<file path="src/calendar_run_dispatcher_defines.svh">
// Assertion macros shared by the dispatcher RTL.
// No dependencies; included by modules that carry concurrent checks.
`ifndef CALENDAR_RUN_DISPATCHER_DEFINES_SVH
`define CALENDAR_RUN_DISPATCHER_DEFINES_SVH

// same-cycle implication
`define CRD_ASSERT_IMPL(lbl, clk, rst, ante, cons, msg) \
   lbl: assert property (@(posedge clk) disable iff (rst) (ante) |-> (cons)) \
      else $error(msg);

// next-cycle implication
`define CRD_ASSERT_NEXT(lbl, clk, rst, ante, cons, msg) \
   lbl: assert property (@(posedge clk) disable iff (rst) (ante) |=> (cons)) \
      else $error(msg);

`endif

</file>
<file path="src/crd_pkg.sv">
// Types and constants of the calendar run dispatcher.
// No dependencies; used by crd_ctrl, crd_datapath and the top level.
`timescale 1ns / 1ps
`default_nettype none

package crd_pkg;

   localparam logic       MODE_TICK = 1'b0;
   localparam logic       MODE_LOAD = 1'b1;

   localparam logic [1:0] CSR_ENABLED   = 2'd0;
   localparam logic [1:0] CSR_START_DAY = 2'd1;
   localparam logic [1:0] CSR_END_DAY   = 2'd2;
   localparam logic [1:0] CSR_RUN_COUNT = 2'd3;

   localparam logic [3:0] DROP_MAX = 4'd15;

   typedef struct packed {
      logic        mode;
      logic [2:0]  entry_index;
      logic [7:0]  zone;
      logic [6:0]  day_mask;
      logic [4:0]  hour;
      logic [5:0]  minute;
      logic [15:0] duration;
      logic        time_ok;
      logic [31:0] today;
      logic [2:0]  weekday;
      logic [8:0]  year_day;
      logic        zone_busy;
   } item_type;

   typedef struct packed {
      logic [7:0]  zone;
      logic [6:0]  day_mask;
      logic [4:0]  hour;
      logic [5:0]  minute;
      logic [15:0] duration;
   } run_entry_type;

   typedef struct packed {
      logic [7:0]  zone;
      logic [15:0] duration;
   } queue_slot_type;

   typedef enum logic [2:0] {
      ST_IDLE,
      ST_SETUP,
      ST_LOAD,
      ST_TICK,
      ST_WALK,
      ST_DONE
   } state_type;

   typedef struct packed {
      logic capture;
      logic clear_result;
      logic load_write;
      logic tick_start;
      logic walk_step;
      logic publish;
   } cmd_type;

   typedef struct packed {
      logic is_load;
      logic tick_on;
      logic walk_go;
      logic walk_last;
      logic out_free;
   } status_type;

endpackage

`default_nettype wire

</file>
<file path="src/crd_ctrl.sv">
// Sequencer of the calendar run dispatcher: accepts a word, steps the datapath.
// Depends on crd_pkg.
`timescale 1ns / 1ps
`default_nettype none

module crd_ctrl (
   input  wire               clock,
   input  wire               reset,
   input  wire               req_tvalid,
   output logic              req_tready,
   input  crd_pkg::status_type status,
   output crd_pkg::cmd_type  cmd
);

   crd_pkg::state_type state_ff, state_in;

   always_ff @(posedge clock) begin
      if (reset) begin
         state_ff <= crd_pkg::ST_IDLE;
      end else begin
         state_ff <= state_in;
      end
   end

   always_comb begin
      state_in   = state_ff;
      cmd        = '0;
      req_tready = 1'b0;
      case (state_ff)
         crd_pkg::ST_IDLE: begin
            req_tready = 1'b1;
            if (req_tvalid) begin
               cmd.capture = 1'b1;
               state_in    = crd_pkg::ST_SETUP;
            end
         end
         crd_pkg::ST_SETUP: begin
            cmd.clear_result = 1'b1;
            if (status.is_load) begin
               state_in = crd_pkg::ST_LOAD;
            end else if (status.tick_on) begin
               state_in = crd_pkg::ST_TICK;
            end else begin
               state_in = crd_pkg::ST_DONE;
            end
         end
         crd_pkg::ST_LOAD: begin
            cmd.load_write = 1'b1;
            state_in       = crd_pkg::ST_DONE;
         end
         crd_pkg::ST_TICK: begin
            cmd.tick_start = 1'b1;
            state_in       = status.walk_go ? crd_pkg::ST_WALK : crd_pkg::ST_DONE;
         end
         crd_pkg::ST_WALK: begin
            cmd.walk_step = 1'b1;
            if (status.walk_last) begin
               state_in = crd_pkg::ST_DONE;
            end
         end
         crd_pkg::ST_DONE: begin
            if (status.out_free) begin
               cmd.publish = 1'b1;
               state_in    = crd_pkg::ST_IDLE;
            end
         end
         default: begin
            state_in = crd_pkg::ST_IDLE;
         end
      endcase
   end

endmodule

`default_nettype wire

</file>
<file path="src/crd_datapath.sv">
// Datapath of the calendar run dispatcher: config registers, run table memory,
// dispatch queue, fired marks, minute stamp and result register.
// Depends on crd_pkg and calendar_run_dispatcher_defines.svh.
`timescale 1ns / 1ps
`default_nettype none
`include "calendar_run_dispatcher_defines.svh"

module crd_datapath #(
   parameter int MAX_RUNS    = 8,
   parameter int QUEUE_DEPTH = 2
) (
   input  wire                 clock,
   input  wire                 reset,
   input  crd_pkg::cmd_type    cmd,
   output crd_pkg::status_type status,
   input  crd_pkg::item_type   item,
   input  wire                 csr_we,
   input  wire  [1:0]          csr_index,
   input  wire  [31:0]         csr_wdata,
   output logic                rsp_tvalid,
   input  wire                 rsp_tready,
   output logic                start_valid,
   output logic [7:0]          start_zone,
   output logic [15:0]         start_duration,
   output logic [3:0]          dropped
);

   localparam int AW = (MAX_RUNS > 1) ? $clog2(MAX_RUNS) : 1;
   localparam int CW = $clog2(MAX_RUNS + 1);
   localparam int LW = (CW > 4) ? CW : 4;
   localparam int QW = (QUEUE_DEPTH > 1) ? $clog2(QUEUE_DEPTH) : 1;
   localparam int XW = (AW > 3) ? AW + 1 : 4;

   // configuration
   logic        enabled_ff;
   logic [31:0] start_day_ff;
   logic [31:0] end_day_ff;
   logic [3:0]  run_count_ff;

   crd_pkg::item_type      itm_ff;
   crd_pkg::run_entry_type table_mem [MAX_RUNS];
   crd_pkg::run_entry_type rd_ff;
   logic [AW-1:0]          rd_addr;

   crd_pkg::queue_slot_type slot_ff [QUEUE_DEPTH];
   logic [QUEUE_DEPTH-1:0]  pend_ff;
   logic [MAX_RUNS-1:0]     fired_ff;
   logic                    stamp_valid_ff;
   logic [8:0]              stamp_yd_ff;
   logic [4:0]              stamp_hour_ff;
   logic [5:0]              stamp_min_ff;

   logic [CW-1:0] idx_ff;
   logic [CW-1:0] idx_nx;
   logic [CW-1:0] limit;

   logic        res_sv_ff;
   logic [7:0]  res_sz_ff;
   logic [15:0] res_sd_ff;
   logic [3:0]  drop_ff;

   logic          disp_hit;
   logic [QW-1:0] disp_sel;
   logic          free_hit;
   logic [QW-1:0] free_sel;
   logic          do_disp;
   logic          in_range;
   logic          new_min;
   logic          match;
   logic          idx_ok;
   logic [7:0]    mask8;

   always_ff @(posedge clock) begin
      if (reset) begin
         enabled_ff   <= 1'b0;
         start_day_ff <= '0;
         end_day_ff   <= '1;
         run_count_ff <= '0;
      end else if (csr_we) begin
         case (csr_index)
            crd_pkg::CSR_ENABLED:   enabled_ff   <= csr_wdata[0];
            crd_pkg::CSR_START_DAY: start_day_ff <= csr_wdata;
            crd_pkg::CSR_END_DAY:   end_day_ff   <= csr_wdata;
            crd_pkg::CSR_RUN_COUNT: run_count_ff <= csr_wdata[3:0];
            default: begin
            end
         endcase
      end
   end

   always_ff @(posedge clock) begin
      if (cmd.capture) begin
         itm_ff <= item;
      end
   end

   assign limit  = (LW'(run_count_ff) > LW'(MAX_RUNS)) ? CW'(MAX_RUNS) : CW'(run_count_ff);
   assign idx_nx = idx_ff + CW'(1);
   assign rd_addr = cmd.tick_start ? '0 : idx_nx[AW-1:0];
   assign idx_ok = XW'(itm_ff.entry_index) < XW'(MAX_RUNS);

   // run table: one write port, one registered read port
   always_ff @(posedge clock) begin
      if (cmd.load_write && idx_ok) begin
         table_mem[AW'(itm_ff.entry_index)] <= '{
            zone:     itm_ff.zone,
            day_mask: itm_ff.day_mask,
            hour:     itm_ff.hour,
            minute:   itm_ff.minute,
            duration: itm_ff.duration
         };
      end
      rd_ff <= table_mem[rd_addr];
   end

   always_comb begin
      disp_hit = 1'b0;
      disp_sel = '0;
      free_hit = 1'b0;
      free_sel = '0;
      for (int s = QUEUE_DEPTH - 1; s >= 0; s--) begin
         if (pend_ff[s]) begin
            disp_hit = 1'b1;
            disp_sel = QW'(s);
         end else begin
            free_hit = 1'b1;
            free_sel = QW'(s);
         end
      end
   end

   assign do_disp  = cmd.tick_start && !itm_ff.zone_busy && disp_hit;
   assign in_range = (itm_ff.today >= start_day_ff) && (itm_ff.today <= end_day_ff);
   assign new_min  = !stamp_valid_ff || (stamp_yd_ff != itm_ff.year_day) ||
                     (stamp_hour_ff != itm_ff.hour) || (stamp_min_ff != itm_ff.minute);
   assign mask8    = {1'b0, rd_ff.day_mask};
   assign match    = mask8[itm_ff.weekday] && (rd_ff.hour == itm_ff.hour) &&
                     (rd_ff.minute == itm_ff.minute) && !fired_ff[idx_ff[AW-1:0]];

   always_ff @(posedge clock) begin
      if (reset) begin
         idx_ff <= '0;
      end else if (cmd.tick_start) begin
         idx_ff <= '0;
      end else if (cmd.walk_step) begin
         idx_ff <= idx_nx;
      end
   end

   always_ff @(posedge clock) begin
      if (reset) begin
         pend_ff        <= '0;
         fired_ff       <= '0;
         stamp_valid_ff <= 1'b0;
         stamp_yd_ff    <= '0;
         stamp_hour_ff  <= '0;
         stamp_min_ff   <= '0;
      end else begin
         if (cmd.load_write) begin
            fired_ff <= '0;
         end
         if (do_disp) begin
            pend_ff[disp_sel] <= 1'b0;
         end
         if (cmd.tick_start && new_min) begin
            fired_ff       <= '0;
            stamp_valid_ff <= 1'b1;
            stamp_yd_ff    <= itm_ff.year_day;
            stamp_hour_ff  <= itm_ff.hour;
            stamp_min_ff   <= itm_ff.minute;
         end
         if (cmd.walk_step && match) begin
            fired_ff[idx_ff[AW-1:0]] <= 1'b1;
            if (free_hit) begin
               pend_ff[free_sel] <= 1'b1;
            end
         end
      end
   end

   always_ff @(posedge clock) begin
      if (cmd.walk_step && match && free_hit) begin
         slot_ff[free_sel] <= '{zone: rd_ff.zone, duration: rd_ff.duration};
      end
   end

   always_ff @(posedge clock) begin
      if (reset) begin
         res_sv_ff <= 1'b0;
         res_sz_ff <= '0;
         res_sd_ff <= '0;
         drop_ff   <= '0;
      end else begin
         if (cmd.clear_result) begin
            res_sv_ff <= 1'b0;
            res_sz_ff <= '0;
            res_sd_ff <= '0;
            drop_ff   <= '0;
         end
         if (do_disp) begin
            res_sv_ff <= 1'b1;
            res_sz_ff <= slot_ff[disp_sel].zone;
            res_sd_ff <= slot_ff[disp_sel].duration;
         end
         if (cmd.walk_step && match && !free_hit && (drop_ff != crd_pkg::DROP_MAX)) begin
            drop_ff <= drop_ff + 4'd1;
         end
      end
   end

   // output register
   always_ff @(posedge clock) begin
      if (reset) begin
         rsp_tvalid <= 1'b0;
      end else if (cmd.publish) begin
         rsp_tvalid <= 1'b1;
      end else if (rsp_tready) begin
         rsp_tvalid <= 1'b0;
      end
   end

   always_ff @(posedge clock) begin
      if (cmd.publish) begin
         start_valid    <= res_sv_ff;
         start_zone     <= res_sz_ff;
         start_duration <= res_sd_ff;
         dropped        <= drop_ff;
      end
   end

   assign status.is_load   = (itm_ff.mode == crd_pkg::MODE_LOAD);
   assign status.tick_on   = enabled_ff && itm_ff.time_ok;
   assign status.walk_go   = in_range && (limit != '0);
   assign status.walk_last = (idx_nx == limit);
   assign status.out_free  = !rsp_tvalid || rsp_tready;

   `CRD_ASSERT_IMPL(a_drop_queue_full, clock, reset, drop_ff != 4'd0, &pend_ff,
      "drop counted while a queue slot is free")
   `CRD_ASSERT_IMPL(a_walk_in_limit, clock, reset, cmd.walk_step, idx_ff < limit,
      "table walk past run count")
   `CRD_ASSERT_IMPL(a_publish_free, clock, reset, cmd.publish, status.out_free,
      "result overwrites an untaken word")
   `CRD_ASSERT_NEXT(a_stamp_set, clock, reset, cmd.tick_start, stamp_valid_ff,
      "minute stamp not valid after tick")

endmodule

`default_nettype wire

</file>
<file path="src/calendar_run_dispatcher.sv">
// Calendar run dispatcher. Takes one request word at a time. A load writes a
// run table entry and clears the fired marks; a tick, when enabled and time is
// valid, dispatches the lowest pending queue slot unless a zone is busy, then
// walks the run table one entry per cycle through the table's single read port
// and enqueues runs matching the current weekday, hour and minute once per
// minute. A load steps through the setup, load and done states and an ignored
// tick through setup and done; an active tick steps through setup, tick, the
// walk over the first min(run_count, MAX_RUNS) entries when today lies within
// the date range, and done. The finished response sits in an output register,
// so the next word is taken while it waits; that next word finishes only once
// the waiting response has been taken. The table has no reset; entries in use
// must be loaded first. Depends on crd_pkg, crd_ctrl, crd_datapath.
`timescale 1ns / 1ps
`default_nettype none

module calendar_run_dispatcher #(
   parameter int MAX_RUNS    = 8,
   parameter int QUEUE_DEPTH = 2
) (
   input  wire         clock,
   input  wire         reset,
   input  wire         req_tvalid,
   output logic        req_tready,
   // entry_index, zone, day_mask, hour, minute, duration, time_ok, today,
   // weekday, year_day, zone_busy; zero pad
   input  wire  [95:0] req_tdata,
   // mode
   input  wire  [0:0]  req_tuser,
   output logic        rsp_tvalid,
   input  wire         rsp_tready,
   // start_zone, start_duration, dropped; zero pad
   output logic [31:0] rsp_tdata,
   // start_valid
   output logic [0:0]  rsp_tuser,
   input  wire         csr_we,
   input  wire  [1:0]  csr_index,
   input  wire  [31:0] csr_wdata
);

   crd_pkg::item_type   item;
   crd_pkg::cmd_type    cmd;
   crd_pkg::status_type status;
   logic                start_valid;
   logic [7:0]          start_zone;
   logic [15:0]         start_duration;
   logic [3:0]          dropped;

   assign item.mode        = req_tuser[0];
   assign item.entry_index = req_tdata[2:0];
   assign item.zone        = req_tdata[10:3];
   assign item.day_mask    = req_tdata[17:11];
   assign item.hour        = req_tdata[22:18];
   assign item.minute      = req_tdata[28:23];
   assign item.duration    = req_tdata[44:29];
   assign item.time_ok     = req_tdata[45];
   assign item.today       = req_tdata[77:46];
   assign item.weekday     = req_tdata[80:78];
   assign item.year_day    = req_tdata[89:81];
   assign item.zone_busy   = req_tdata[90];

   crd_ctrl u_ctrl (
      .clock      (clock),
      .reset      (reset),
      .req_tvalid (req_tvalid),
      .req_tready (req_tready),
      .status     (status),
      .cmd        (cmd)
   );

   crd_datapath #(
      .MAX_RUNS    (MAX_RUNS),
      .QUEUE_DEPTH (QUEUE_DEPTH)
   ) u_datapath (
      .clock          (clock),
      .reset          (reset),
      .cmd            (cmd),
      .status         (status),
      .item           (item),
      .csr_we         (csr_we),
      .csr_index      (csr_index),
      .csr_wdata      (csr_wdata),
      .rsp_tvalid     (rsp_tvalid),
      .rsp_tready     (rsp_tready),
      .start_valid    (start_valid),
      .start_zone     (start_zone),
      .start_duration (start_duration),
      .dropped        (dropped)
   );

   assign rsp_tuser = start_valid;
   assign rsp_tdata = {4'd0, dropped, start_duration, start_zone};

endmodule

`default_nettype wire
</file>
<file path="config.mk">
export PLATFORM = sky130hd
export DESIGN_NAME = calendar_run_dispatcher
export DESIGN_NICKNAME = d
export VERILOG_FILES = /design/src/crd_pkg.sv /design/src/crd_ctrl.sv /design/src/crd_datapath.sv /design/src/calendar_run_dispatcher.sv
export VERILOG_INCLUDE_DIRS = /design/src /design/src/src
export SDC_FILE = /design/constraint.sdc
export NUM_CORES = 1
export LEC_CHECK = 0
export ABC_AREA = 1
export CAP_MARGIN = 20
export CORE_ASPECT_RATIO = 0.6
export CORE_MARGIN = 1
export CORE_UTILIZATION = 55
export DETAILED_ROUTE_END_ITERATION = 8
export DONT_BUFFER_PORTS = 1
export PLACE_DENSITY_LB_ADDON = 0.08
export SYNTH_ARGS = -nofsm -noshare
export SYNTH_HDL_FRONTEND = slang
export SYNTH_SLANG_ARGS = --single-unit
</file>
<file path="constraint.sdc">
create_clock -name clock -period 6.2 [get_ports clock]
set_clock_uncertainty 0.1 [all_clocks]
set_input_delay 1.24 -clock clock [delete_from_list [all_inputs] [get_ports clock]]
set_output_delay 1.24 -clock clock [all_outputs]
set_load 0.005 [all_outputs]
</file>
==> report_table.html <==
<table>
<tr><th>Metric</th><th>Value</th></tr>
<tr><th colspan="2">STA</th></tr>
<tr><td>Crit share post-route</td><td>0.567</td></tr>
<tr><td>Final-report setup violation count</td><td>0</td></tr>
<tr><td>Minimum period implied by the final worst setup slack</td><td>3.52 ns</td></tr>
<tr><td>Fmax</td><td>284 MHz</td></tr>
<tr><td>Minimum setup slack in the final design</td><td>2.68 ns</td></tr>
<tr><td>Total count of max-transition violations in the final report</td><td>0</td></tr>
<tr><td>Worst slew margin relative to its limit</td><td>0.229</td></tr>
<tr><td>Worst Max-Slew Pin Slew</td><td>1.14 ns</td></tr>
<tr><td>Setup TNS Final</td><td>0 ns</td></tr>
<tr><td>Unrepaired setup endpoints after global routing</td><td>false</td></tr>
<tr><td>Hold violation count in the final report</td><td>0</td></tr>
<tr><th colspan="2">Worst setup path</th></tr>
<tr><td>Worst EP required</td><td>6.33 ns</td></tr>
<tr><td>Maximum fanout along the worst path</td><td>24</td></tr>
<tr><td>CP dominant cell by count</td><td>sky130_fd_sc_hd__inv_1</td></tr>
<tr><td>Crit-path slowest cell</td><td>sky130_fd_sc_hd__o311ai_1</td></tr>
<tr><td>Largest stage delay on the critical path</td><td>0.91 ns</td></tr>
<tr><td>Worst endpoint data arrival time</td><td>3.64 ns</td></tr>
<tr><td>Critical Path Source Type</td><td>register</td></tr>
<tr><td>Element type at the critical path end</td><td>register</td></tr>
<tr><td>Worst Setup Path Type</td><td>reg2reg</td></tr>
<tr><td>CP bufs+invs</td><td>2</td></tr>
<tr><td>Cell family with most CP delay</td><td>compound AO/OA/AOI/OAI gates</td></tr>
<tr><td>Worst path cell trace</td><td>inv_1 &gt; nor2_1 &gt; o311ai_1 &gt; nand3_1 &gt; nor3_2 &gt; nand2_1 &gt; inv_1</td></tr>
<tr><th colspan="2">Routing</th></tr>
<tr><td>Routed Wire Length</td><td>56.2 mm</td></tr>
<tr><td>First-pass DRT Iterations</td><td>5</td></tr>
<tr><td>Mean routed wirelength per cell</td><td>19.9 um</td></tr>
<tr><td>Vias per Instance</td><td>5.63</td></tr>
<tr><td>Number of routed nets with antenna violations</td><td>0</td></tr>
<tr><td>Vias post-DR</td><td>15900</td></tr>
<tr><td>Initial DRC count</td><td>1359</td></tr>
<tr><td>DRC violations left</td><td>0</td></tr>
<tr><th colspan="2">Layout</th></tr>
<tr><td>Total of fill cells in the finished design</td><td>3651</td></tr>
<tr><td>Most common cell after layout, fill and taps aside</td><td>sky130_fd_sc_hd__edfxtp_1</td></tr>
<tr><td>Layout cells sized above 1</td><td>0.0752</td></tr>
<tr><td>Number of nets in the layout</td><td>2347</td></tr>
<tr><td>Relative area change from synthesis to final layout</td><td>9.18%</td></tr>
<tr><td>Number of cells in the finished layout apart from fillers</td><td>2830</td></tr>
<tr><td>Most frequent cells in the layout</td><td>sky130_fd_sc_hd__edfxtp_1, sky130_fd_sc_hd__nand2_1, sky130_fd_sc_hd__dfxtp_1</td></tr>
<tr><th colspan="2">Synthesis</th></tr>
<tr><td>EDFF count, synth</td><td>505</td></tr>
<tr><td>Mean instance size in the synthesized netlist</td><td>12.3 um2</td></tr>
<tr><td>Fraction of the yosys area taken by sequential cells</td><td>0.705</td></tr>
<tr><td>Number of flip-flops and latches in the synthesized netlist</td><td>684</td></tr>
<tr><td>Number of warnings printed during yosys synthesis</td><td>0</td></tr>
<tr><td>Share of flip-flops with an asynchronous set or reset</td><td>0</td></tr>
<tr><td>Top FF cell, synth</td><td>sky130_fd_sc_hd__edfxtp_1</td></tr>
<tr><td>Distinct cells, synth</td><td>47</td></tr>
<tr><td>Gate Count Post-Synth</td><td>2165</td></tr>
<tr><td>Area of the mapped netlist</td><td>26600 um2</td></tr>
<tr><th colspan="2">Power and ir drop</th></tr>
<tr><td>Power Dens Cells</td><td>390 nW/um2</td></tr>
<tr><td>Leakage power of the design</td><td>10.3 nW</td></tr>
<tr><td>Highest ir drop seen on vdd</td><td>0.300 mV</td></tr>
<tr><th colspan="2">Place</th></tr>
<tr><td>Post-placement setup slack</td><td>2.71 ns</td></tr>
<tr><td>IO buf count</td><td>0</td></tr>
<tr><td>Placed insts</td><td>2714</td></tr>
<tr><td>Placer's final routability congestion estimate</td><td>0.809</td></tr>
<tr><td>Final HPWL DP</td><td>32.7 mm</td></tr>
<tr><th colspan="2">Floorplan</th></tr>
<tr><td>Std cell rows</td><td>61</td></tr>
<tr><td>Number of ports placed on the die boundary</td><td>171</td></tr>
<tr><td>Initial core utilization</td><td>0.565</td></tr>
<tr><td>Core footprint</td><td>47000 um2</td></tr>
<tr><td>Die area</td><td>49300 um2</td></tr>
<tr><td>Die X-Extent</td><td>286 um</td></tr>
<tr><td>Vertical extent of the die</td><td>172 um</td></tr>
<tr><th colspan="2">Global route</th></tr>
<tr><td>Vias in the first global route</td><td>15000</td></tr>
<tr><td>Grt ovf</td><td>0</td></tr>
<tr><td>Initial antenna violation count</td><td>2</td></tr>
<tr><td>Wire length of the first global-routing pass</td><td>86.7 mm</td></tr>
<tr><td>Largest net degree at the start of global routing</td><td>161</td></tr>
<tr><td>GR Util All Layers</td><td>0.229</td></tr>
<tr><th colspan="2">Clock tree</th></tr>
<tr><td>Root Buffer Master</td><td>sky130_fd_sc_hd__clkbuf_16</td></tr>
<tr><td># clock sinks</td><td>684</td></tr>
<tr><td>PostCTS Resize Cnt</td><td>0</td></tr>
<tr><td>Deepest level of the CTS H-tree</td><td>2</td></tr>
<tr><td>Number of setup buffers added after CTS</td><td>0</td></tr>
<tr><td>Clock latency of the later-clocked register in the worst-skew pair</td><td>0.60 ns</td></tr>
<tr><td>Cts-stage hold buffer count</td><td>0</td></tr>
<tr><td>TritonCTS clock tree</td><td>done</td></tr>
<tr><td>Clock transition time at the flip-flop clock pins of the worst setup and hold paths</td><td>0.06 ns</td></tr>
<tr><td>Buffer levels on the longest clock path</td><td>3</td></tr>
<tr><td>Number of buffers inserted during clock tree synthesis</td><td>59</td></tr>
<tr><th colspan="2">Worst hold path</th></tr>
<tr><td>Class of the worst hold path</td><td>reg2reg</td></tr>
<tr><th colspan="2">Status</th></tr>
<tr><td>Status</td><td>finished, final reports clean</td></tr>
<tr><th colspan="2">Flow run</th></tr>
<tr><td>Max Cap Viol</td><td>0</td></tr>
</table>
per-layer routing:
metal / up-vias / global-route usage / part of all wire
li1: 7706 / - / -
met1: 7664 / 0.353 / 0.49
met2: 499 / 0.345 / 0.43
met3: 70 / 0.0365 / 0.067
met4: 0 / 0.0446 / 0.014
met5: - / 0 / 0
synth_stat cells, types with 2 or more instances:
cell type,count,share of area
sky130_fd_sc_hd__edfxtp_1,505,0.57
sky130_fd_sc_hd__nand2_1,333,0.047
sky130_fd_sc_hd__dfxtp_1,179,0.13
sky130_fd_sc_hd__nor2_1,178,0.025
sky130_fd_sc_hd__inv_1,170,0.024
sky130_fd_sc_hd__a21oi_1,161,0.030
sky130_fd_sc_hd__o21ai_0,110,0.021
sky130_fd_sc_hd__o211ai_1,74,0.021
sky130_fd_sc_hd__ha_1,66,0.031
sky130_fd_sc_hd__clkbuf_1,59,0.0083
sky130_fd_sc_hd__nand4_1,49,0.012
sky130_fd_sc_hd__o221ai_1,43,0.014
sky130_fd_sc_hd__a31oi_1,42,0.0099
sky130_fd_sc_hd__nand3_1,34,0.0064
sky130_fd_sc_hd__mux2_2,24,0.010
sky130_fd_sc_hd__buf_2,22,0.0041
sky130_fd_sc_hd__buf_4,21,0.0059
sky130_fd_sc_hd__xor2_1,14,0.0046
sky130_fd_sc_hd__xnor2_1,10,0.0033
sky130_fd_sc_hd__nor3_1,9,0.0017
sky130_fd_sc_hd__inv_2,7,0.00099
sky130_fd_sc_hd__nor4_1,6,0.0014
sky130_fd_sc_hd__o22ai_1,6,0.0014
sky130_fd_sc_hd__buf_1,5,0.00071
sky130_fd_sc_hd__or2_0,5,0.0012
sky130_fd_sc_hd__o21a_1,4,0.0011
sky130_fd_sc_hd__or2_2,3,0.00071
sky130_fd_sc_hd__a21o_1,2,0.00056
sky130_fd_sc_hd__clkinv_1,2,0.00028
sky130_fd_sc_hd__nand2_2,2,0.00047
sky130_fd_sc_hd__nor3_2,2,0.00075
sky130_fd_sc_hd__o2111ai_1,2,0.00066
sky130_fd_sc_hd__o21ai_1,2,0.00038
worst reg2reg max path, stage by stage, from the launching register on:
cell,delay (ns)
sky130_fd_sc_hd__edfxtp_1,0.46
sky130_fd_sc_hd__inv_1,0.14
sky130_fd_sc_hd__nor2_1,0.05
sky130_fd_sc_hd__o311ai_1,0.91
sky130_fd_sc_hd__nand3_1,0.29
sky130_fd_sc_hd__nor3_2,0.37
sky130_fd_sc_hd__nand2_1,0.13
sky130_fd_sc_hd__inv_1,0.68
area by class of cell:
class | count | area (um2) | share of cell area
Antenna cell | 5 | 12.5 | 0.000431
Clock buffer | 93 | 1750 | 0.0601
Clock inverter | 18 | 109 | 0.00375
Inverter | 179 | 674 | 0.0232
Multi-Input combinational cell | 1197 | 6760 | 0.233
Sequential cell | 684 | 18700 | 0.646
Tap cell | 630 | 788 | 0.0272
Timing Repair Buffer | 24 | 193 | 0.00664
per-stage QoR:
stage / hold WS, ns / total power, mW / cell area [um2] / utilization
floorplan: 0.304 / 7.22 / 26600 / -
global placement: 0.307 / 7.79 / 27200 / 0.578
detailed placement: 0.311 / 7.85 / 27200 / 0.578
CTS: 0.326 / 11.4 / 29000 / 0.617
global route: 0.339 / 11.8 / 29000 / 0.617
finish: 0.327 / 11.3 / 29000 / 0.617
worst paths after layout:
path	from	endpoint	slack [ns]	cells after the start
worst max-delay path	u_datapath.itm_ff[10]	u_datapath.slot_ff[0][16]	2.68	7
worst min-delay path	u_datapath.rd_ff[3]	u_datapath.slot_ff[1][3]	0.33	0
worst max register to register	u_datapath.itm_ff[10]	u_datapath.slot_ff[0][16]	2.68	7
worst min register to register	u_datapath.rd_ff[3]	u_datapath.slot_ff[1][3]	0.33	0
registers in the layout, summed over array words and instances (netlist names), 9 cells and up:
signal                     cells
u_datapath.itm_ff             91
u_datapath.rd_ff              35
u_datapath.res_sd_ff          16
u_datapath.start_duration     16
u_datapath.start_day_ff       32
u_datapath.end_day_ff         32
u_datapath.slot_ff            48
u_datapath.table_mem         336
u_datapath.stamp_yd_ff         9
power by group:
part	switching (mW)	internal [mW]	leakage (nW)
Combinational	1.32	0.546	3.33
Clock	1.60	1.93	0.902
Sequential	0.380	5.54	6.06
cell families after synthesis:
family,synth area share
mux,0.0102
fa+ha+maj,0.0311
buf+inv,0.0448
xor+xnor,0.00852
compound gates,0.102
other cells,0.000141
simple gates,0.0985
flops,0.705
No activity file was read; power rests on OpenSTA's default activity.
